$ cat config.mk
export PLATFORM = sky130hd
export DESIGN_NAME = pixel_unpack_to_argb32
export DESIGN_NICKNAME = d
export VERILOG_FILES = /design/src/hw/rtl/pxu_pkg.sv /design/src/hw/rtl/pxu_unpack.sv /design/src/hw/rtl/pixel_unpack_to_argb32.sv
export SDC_FILE = /design/constraint.sdc
export NUM_CORES = 1
export LEC_CHECK = 0
export BUFFER_PORTS_ARGS = -buffer_cell sky130_fd_sc_hd__buf_2
export CORE_ASPECT_RATIO = 0.9
export CORE_MARGIN = 3
export CORE_UTILIZATION = 30
export DETAILED_ROUTE_END_ITERATION = 12
export REMOVE_ABC_BUFFERS = 1
export SLEW_MARGIN = 30
export SYNTH_ARGS = -nofsm -noshare
export SYNTH_HDL_FRONTEND = slang
export SYNTH_SLANG_ARGS = --single-unit
$ cat constraint.sdc
create_clock -name clk -period 5.25 [get_ports clk]
set_clock_uncertainty 0.2 [all_clocks]
set_input_delay 1.575 -clock clk [delete_from_list [all_inputs] [get_ports clk]]
set_output_delay 1.575 -clock clk [all_outputs]
set_load 0.01 [all_outputs]
$ cat src/hw/rtl/pxu_pkg.sv
// pxu_pkg: shared types and constants for the pixel unpack block
// no dependencies; used by pxu_unpack and pixel_unpack_to_argb32
package pxu_pkg;

  localparam int PixelBytesW = 64;
  localparam int SubIndexW   = 3;
  localparam int ArgbW       = 32;
  localparam int FormatW     = 4;

  // stored pixel format codes; any code not listed is unknown
  typedef enum logic [FormatW-1:0] {
    FMT_GREY1        = 4'd0,
    FMT_GREY2        = 4'd1,
    FMT_GREY4        = 4'd2,
    FMT_GREY8        = 4'd3,
    FMT_GREY16       = 4'd4,
    FMT_GREYALPHA16  = 4'd5,
    FMT_GREYALPHA32  = 4'd6,
    FMT_RGB24        = 4'd7,
    FMT_RGB48        = 4'd8,
    FMT_ARGB32       = 4'd9,
    FMT_ARGB64       = 4'd10,
    FMT_RGBA32       = 4'd11,
    FMT_RGBA64       = 4'd12
  } fmt_t;

  localparam fmt_t FmtReset = FMT_GREY8;

  localparam logic [ArgbW-1:0] OpaqueAlpha = 32'hFF00_0000;
  localparam logic [ArgbW-1:0] White       = 32'hFFFF_FFFF;
  localparam logic [ArgbW-1:0] Unknown     = 32'h0000_0000;
  localparam logic [7:0]       AlphaFull   = 8'hFF;

endpackage

$ cat src/hw/rtl/pxu_unpack.sv
// pxu_unpack: combinational decode of one stored pixel into argb8888
// depends on pxu_pkg (format codes, widths, constants)
module pxu_unpack (
  input  pxu_pkg::fmt_t                       fmt,
  input  logic [pxu_pkg::PixelBytesW-1:0]     pixel_bytes,
  input  logic [pxu_pkg::SubIndexW-1:0]       sub_index,
  output logic [pxu_pkg::ArgbW-1:0]           argb
);

  logic [7:0] b [8];
  logic [1:0] g2;
  logic [3:0] g4;
  logic       g1;
  logic [7:0] g2_wide;
  logic [7:0] g4_wide;

  // b[0] is the first byte in memory
  for (genvar k = 0; k < 8; k++) begin : g_bytes
    assign b[k] = pixel_bytes[63-8*k -: 8];
  end

  // samples are taken from the top of the byte first
  assign g1 = b[0][~sub_index];

  always_comb begin
    case (sub_index[1:0])
      2'd0:    g2 = b[0][7:6];
      2'd1:    g2 = b[0][5:4];
      2'd2:    g2 = b[0][3:2];
      default: g2 = b[0][1:0];
    endcase
  end

  assign g4      = sub_index[0] ? b[0][3:0] : b[0][7:4];
  assign g2_wide = {4{g2}};
  assign g4_wide = {2{g4}};

  always_comb begin
    unique case (fmt)
      pxu_pkg::FMT_GREY1:
        argb = g1 ? pxu_pkg::White : pxu_pkg::OpaqueAlpha;
      pxu_pkg::FMT_GREY2:
        argb = {pxu_pkg::AlphaFull, g2_wide, g2_wide, g2_wide};
      pxu_pkg::FMT_GREY4:
        argb = {pxu_pkg::AlphaFull, g4_wide, g4_wide, g4_wide};
      pxu_pkg::FMT_GREY8, pxu_pkg::FMT_GREY16:
        argb = {pxu_pkg::AlphaFull, b[0], b[0], b[0]};
      pxu_pkg::FMT_GREYALPHA16:
        argb = {b[1], b[0], b[0], b[0]};
      pxu_pkg::FMT_GREYALPHA32:
        argb = {b[2], b[0], b[0], b[0]};
      pxu_pkg::FMT_RGB24:
        argb = {pxu_pkg::AlphaFull, b[0], b[1], b[2]};
      pxu_pkg::FMT_RGB48:
        argb = {pxu_pkg::AlphaFull, b[0], b[2], b[4]};
      pxu_pkg::FMT_ARGB32:
        argb = {b[0], b[1], b[2], b[3]};
      pxu_pkg::FMT_ARGB64:
        argb = {b[0], b[2], b[4], b[6]};
      pxu_pkg::FMT_RGBA32:
        argb = {b[3], b[0], b[1], b[2]};
      pxu_pkg::FMT_RGBA64:
        argb = {b[6], b[0], b[2], b[4]};
      default:
        argb = pxu_pkg::Unknown;
    endcase
  end

endmodule

$ cat src/hw/rtl/pixel_unpack_to_argb32.sv
// throughput: one beat per cycle while out_stall is low; an accepted beat goes
// through the input register, then the result register; these two registers form a
// two-deep pipeline, so a new beat is taken while a result waits
// reset (rst, synchronous): both pipeline stages empty, format set to grey8
// pixel_unpack_to_argb32: top level; depends on pxu_pkg and pxu_unpack
module pixel_unpack_to_argb32 (
  input  logic                                clk,
  input  logic                                rst,
  // format register write
  input  logic                                cfg_wr_en,
  input  logic [pxu_pkg::FormatW-1:0]         cfg_wr_data,
  // pixel input channel
  input  logic                                in_valid,
  output logic                                in_stall,
  input  logic [pxu_pkg::PixelBytesW-1:0]     pixel_bytes,
  input  logic [pxu_pkg::SubIndexW-1:0]       sub_index,
  // argb result channel
  output logic                                out_valid,
  input  logic                                out_stall,
  output logic [pxu_pkg::ArgbW-1:0]           argb
);

  // configured format; user changes it only while pipeline is empty; not enforced
  pxu_pkg::fmt_t                       pixel_format;

  // input register stage
  logic                                s1_valid;
  logic [pxu_pkg::PixelBytesW-1:0]     s1_bytes;
  logic [pxu_pkg::SubIndexW-1:0]       s1_sub;

  // result register stage
  logic [pxu_pkg::ArgbW-1:0]           argb_next;

  logic                                out_free;
  logic                                s1_advance;
  logic                                in_take;

  // the result register can take a new beat when empty or being drained
  assign out_free   = !out_valid || !out_stall;
  assign s1_advance = s1_valid && out_free;
  // input register frees up when empty or moving on this cycle
  assign in_stall   = s1_valid && !out_free;
  assign in_take    = in_valid && !in_stall;

  always_ff @(posedge clk) begin
    if (rst) begin
      pixel_format <= pxu_pkg::FmtReset;
    end else if (cfg_wr_en) begin
      pixel_format <= pxu_pkg::fmt_t'(cfg_wr_data);
    end
  end

  // input register: valid bit cleared by reset, payload not
  always_ff @(posedge clk) begin
    if (rst) begin
      s1_valid <= 1'b0;
    end else if (in_take) begin
      s1_valid <= 1'b1;
    end else if (s1_advance) begin
      s1_valid <= 1'b0;
    end
  end

  always_ff @(posedge clk) begin
    if (in_take) begin
      s1_bytes <= pixel_bytes;
      s1_sub   <= sub_index;
    end
  end

  // byte selection and grey widening between the two registers
  pxu_unpack u_unpack (
    .fmt         (pixel_format),
    .pixel_bytes (s1_bytes),
    .sub_index   (s1_sub),
    .argb        (argb_next)
  );

  // result register: loads when a beat moves on, empties when taken
  always_ff @(posedge clk) begin
    if (rst) begin
      out_valid <= 1'b0;
    end else if (out_free) begin
      out_valid <= s1_valid;
    end
  end

  always_ff @(posedge clk) begin
    if (s1_advance) begin
      argb <= argb_next;
    end
  end

endmodule

== Word-level counts from Yosys, hierarchy flattened ==
Cells that the tools add are included.

* Logic and storage cells: 42
* Bits of input ports: 76
* Output and inout port bits: 34
* Bits in registers: 105

* Order comparisons: 1
* Muxes and demuxes: 8
* Bitwise operators: 1
* Reductions and logical operators: 12
* Eq/ne operators: 14

{| class="wikitable"
|+ Operators with widths
! cell !! number
|-
| 32-bit one-hot mux with 12 select lines || 1
|-
| 24-bit 2-to-1 mux || 1
|-
| 4-bit equality test (second input constant) || 5
|-
| 4-bit by 3-bit equality test with 1-bit output (second input constant) || 4
|-
| 4-bit by 2-bit equality test with 1-bit output (second input constant) || 2
|-
| 2-bit one-hot mux with 3 select lines || 1
|-
| 4-bit by 1-bit equality test with 1-bit output (second input constant) || 1
|-
| 1-bit logical NOT || 4
|-
| 4-bit logical NOT || 1
|-
| 3-bit by 4-bit less-than comparator with 1-bit output (second input constant) || 1
|-
| 4-bit 2-to-1 mux || 1
|-
| 1-bit binary-select mux with 3-bit select || 1
|-
| 1-bit logical AND || 3
|-
| 1-bit 2-to-1 mux || 3
|-
| 3-bit inverter || 1
|-
| 2-bit by 1-bit equality test with 1-bit output (second input constant) || 1
|-
| 2-bit equality test (second input constant) || 1
|-
| 2-bit logical NOT || 1
|-
| 2-bit nonzero test || 1
|-
| 2-bit OR reduction || 1
|-
| 1-bit logical OR || 1
|}

== Longest topological paths before layout ==
* Depth after elaboration: 7
* Depth in mapped cells: 7
* Depth with buffers taken out: 5

== Hierarchy ==
A second synthesis with hierarchy kept.

* Cell total of the unflattened synthesis: 314
* Area total of the unflattened synthesis: 4550.6 µm²

{| class="wikitable"
|+ Modules (own cells, without submodules)
! module !! instances !! area each (µm²) !! cells an instance
|-
| pixel_unpack_to_argb32 || 1 || 3188.1 || 121
|-
| pxu_unpack || 1 || 1362.6 || 193
|}

== Least setup slack after synthesis ==
No wires, ideal clock.

* Kind: input to register
* Start: input port out_stall
* End: register s1_bytes[10] in the netlist's numbering (enable)
* Required time: 4585 ps
* Setup slack: 490 ps
* Stages: 2
* Buffers on the path: 0
* Arrival time: 4094 ps
* Setup time: 465 ps
* Cell sequence: and3_1 -> nor2b_1

* Cells in the longest elaborated chain, start to end: 6

{| class="wikitable"
|+ RTL lines
! item !! line !! text
|-
| from (decl) || pixel_unpack_to_argb32.sv:19 || <nowiki>input logic out_stall,</nowiki>
|-
| 1-bit logical NOT || pixel_unpack_to_argb32.sv:39 || <nowiki>assign out_free = !out_valid || !out_stall;</nowiki>
|-
| 1-bit logical OR || pixel_unpack_to_argb32.sv:39 ||
|-
| 1-bit logical NOT || pixel_unpack_to_argb32.sv:42 || <nowiki>assign in_stall = s1_valid && !out_free;</nowiki>
|-
| 1-bit logical AND || pixel_unpack_to_argb32.sv:42 ||
|-
| 1-bit logical NOT || pixel_unpack_to_argb32.sv:43 || <nowiki>assign in_take = in_valid && !in_stall;</nowiki>
|-
| 1-bit logical AND || pixel_unpack_to_argb32.sv:43 ||
|-
| net in_take || pixel_unpack_to_argb32.sv:36 || <nowiki>logic in_take;</nowiki>
|-
| to (signal assigned) || pixel_unpack_to_argb32.sv:66 || <nowiki>s1_bytes <= pixel_bytes;</nowiki>
|-
| to (decl) || pixel_unpack_to_argb32.sv:28 || <nowiki>logic [pxu_pkg::PixelBytesW-1:0] s1_bytes;</nowiki>
|}

The timed path passes the listed nets, and every way through them passes these cells.
A chain may end at the register's enable or synchronous reset.

== Worst setup path in the final report ==
* Start: input port out_stall
* End: output port in_stall

* Cells in the longest elaborated chain, start to end: 4

{| class="wikitable"
|+ RTL lines
! item !! line !! text
|-
| 1-bit logical NOT || pixel_unpack_to_argb32.sv:39 ||
|-
| 1-bit logical OR || pixel_unpack_to_argb32.sv:39 ||
|-
| 1-bit logical NOT || pixel_unpack_to_argb32.sv:42 ||
|-
| 1-bit logical AND || pixel_unpack_to_argb32.sv:42 ||
|-
| to (decl) || pixel_unpack_to_argb32.sv:14 || <nowiki>output logic in_stall,</nowiki>
|}

No other way between the ends.

==> reports/metrics.cfg <==
[outcome]
status=finished clean

[cts]
clkLatencyLatePin_ns=0.34
ctsRootBufferMaster=clkbuf_16
cts-htree-levels=3
cts_resized=0
clk_path_buf_depth=2
clkTransAtPathRegs_ns=0.06
postCtsSetupRepairBufs=0
clkSinkCount=89
cts_tree=done
numCtsBuffers=9
ctsHoldBuffers=0

[critical_path]
cp_max_fo=3
worst_ep_arrival_time_ns=2.10
crit_type=in -> out
cp-start-kind=input port
ff2ff_setup_slack_ns=2.30
reg2reg_from=pixel_format[1]
end_kind=output pin
cp.required_ns=3.48
r2r_cells=4
setup.worst_path.end=in_stall
rr_endpoint=argb[30]
cp-startpoint=out_stall

[routing]
initialDrtViolationCount=358
drc=0
vias=3312
wl_per_cell_um=19.5
drt-total-wl_um=11600
dr.pass1.iters=8
ant_nets=0
via_per_inst=5.59

[pwr]
vdd_drop_max_mv=0.157
power_density_nw_per_um2=334
power.leakage_nw=1.89

[yosys]
synth.most_common_cell=edfxtp_1
synthAdderAreaFrac_pct=0
synth_flop_cell=edfxtp_1
yosysTopAreaCell=edfxtp_1
synth_area_sq_um=4200
synthArstFlopShare_pct=0
synth_mux_area_share_pct=1.01
yosys.area_share.simple_pct=11.9
synthDominantCellAreaShare_pct=59.4
synth-compound-area-share_pct=21.0
synth_xor_area_share_pct=0
synth-edff-count=83
ys_top_cells_by_area=edfxtp_1, a22oi_1, nand2_1, dfxtp_1, a221o_1
ys_seq_area_share_pct=62.2
synth_top_family_by_area=compound AO/OA/AOI/OAI gates
avgSynthCellArea_sq_um=12.4
synth_cells=339
netlist_top_cells_count=edfxtp_1, nand2_1, a22oi_1
synth_cell_types=44
ys_ff_latch=89
yosysWarningCount=0

[sta]
finalHoldViolations=0
period_share_pct=73.7
setup_violations=0
worst_slew_pin_slew_ns=0.923
relSlewSlack_pct=38.4
rsz0062_at_grt=no
fin_tns_setup_ns=0
max_freq_ghz=0.258
fin_crit_ns=3.87
slew_viol_final=0

[grt]
grt_pass1_vias=3246
grt_overflow=0
grt_start_max_net_pins=33
antenna_found_initial=0
grtUsageTotal_pct=15.3
grt_pass1_wl_um=18200

[job]
cap_viol_max_count=0

[place]
port_buffers=93
hpwl_um=8510
placed_area_sq_um=4770
gp_congestion=0.872

[floorplan]
design.core.area_sq_um=13500
num_io_pins=110
start_util_pct=31.1
chipWidth_um=131
fp.dieArea_sq_um=15500
rows=40
die_h_um=118

[cells_and_area]
drive_gt1_share_pct=29.4
syn_to_final_growth_pct=20.6
fill_cells=1319
design_area_sq_um=5060
layout.nets=496
antenna_cells=0

[hold_path]
hold_class=reg -> reg

==> worst max-delay path: stages <==
cell and delay (ns):
buf_2 0.11, and3_1 0.25, buf_2 0.17
==> sequential cells by signal (all words and copies together), names as in the netlist <==
register / count
argb: 32
out_valid: 1
pixel_format: 4
s1_bytes: 48
s1_sub: 3
s1_valid: 1
==> through the flow <==
step                      util, %  hold slack [ns]  setup slack [ns]  power [W]  std cells
after global routing         37.5            0.362              1.36    0.00176        593
after CTS                    37.5            0.300              1.39    0.00170        593
after global placement       35.3            0.260              1.40    0.00108        577
after detailed placement     35.3            0.277              1.39    0.00109        577
final                        37.5            0.296              1.38    0.00169        593
after floorplan                 -            0.244             0.490   0.000995        313
==> cell type report <==
cell class                 instances  area [sq um]  area share [%]
clock inverter                     6          58.8            1.16
tap                              168           210            4.15
inverter                           7          26.3           0.519
multi-input combinational        217          1440            28.4
clock buffer                      10           229            4.52
sequential                        89          2610            51.6
timing repair buffer              96           488            9.64
==> where the power goes <==
group	total, W	switching, W	internal [W]	leakage (nW)
Combinational	0.000196	0.000116	0.0000807	0.910
Clock	0.000616	0.000251	0.000365	0.136
Sequential	0.000879	0.0000454	0.000834	0.840
Total	0.00169	0.000412	0.00128	1.89
==> layout by cell type (no fill, tap or decap), types with 3 or more instances in the layout <==
cell type / n
a21boi_0: 4
a21o_1: 6
a21oi_1: 11
a221o_1: 8
a221oi_1: 8
a22oi_1: 28
a32o_1: 8
and3_1: 3
buf_2: 93
buf_4: 3
clkbuf_16: 9
dfxtp_1: 5
edfxtp_1: 83
inv_1: 6
nand2_1: 42
nand3_1: 10
nand4_1: 12
nor2_1: 16
nor2b_1: 9
o21a_1: 3
o21ai_0: 14
o221ai_1: 8
==> worst min-delay path by stage <==
stage | from | cells after the start | slack (ns) | endpoint
final | s1_valid | 2 | 0.30 | out_valid
after global placement | s1_valid | 2 | 0.26 | out_valid
after CTS | s1_valid | 2 | 0.30 | out_valid
after floorplan | s1_valid | 2 | 0.24 | out_valid
after detailed placement | s1_valid | 2 | 0.28 | out_valid
after global routing | s1_valid | 2 | 0.36 | out_valid
==> kinds of logic after synthesis <==
logic type | count (synthesis)
muxes | 3
and+or+nand+nor | 101
buffers and inverters | 33
AOI/OAI and AO/OA | 113
DFF | 89
==> per-layer routing <==
layer | up-vias | GRT usage [%] | wire length, um | part of all wire (%)
li1 | 1520 | - | - | -
met1 | 1580 | 21.9 | 5150 | 44
met2 | 182 | 21.5 | 5040 | 43
met3 | 30 | 4.25 | 1020 | 8.8
met4 | 0 | 6.88 | 379 | 3.3
met5 | - | 0 | 0 | 0
No activity file was read; power rests on OpenSTA's default activity.
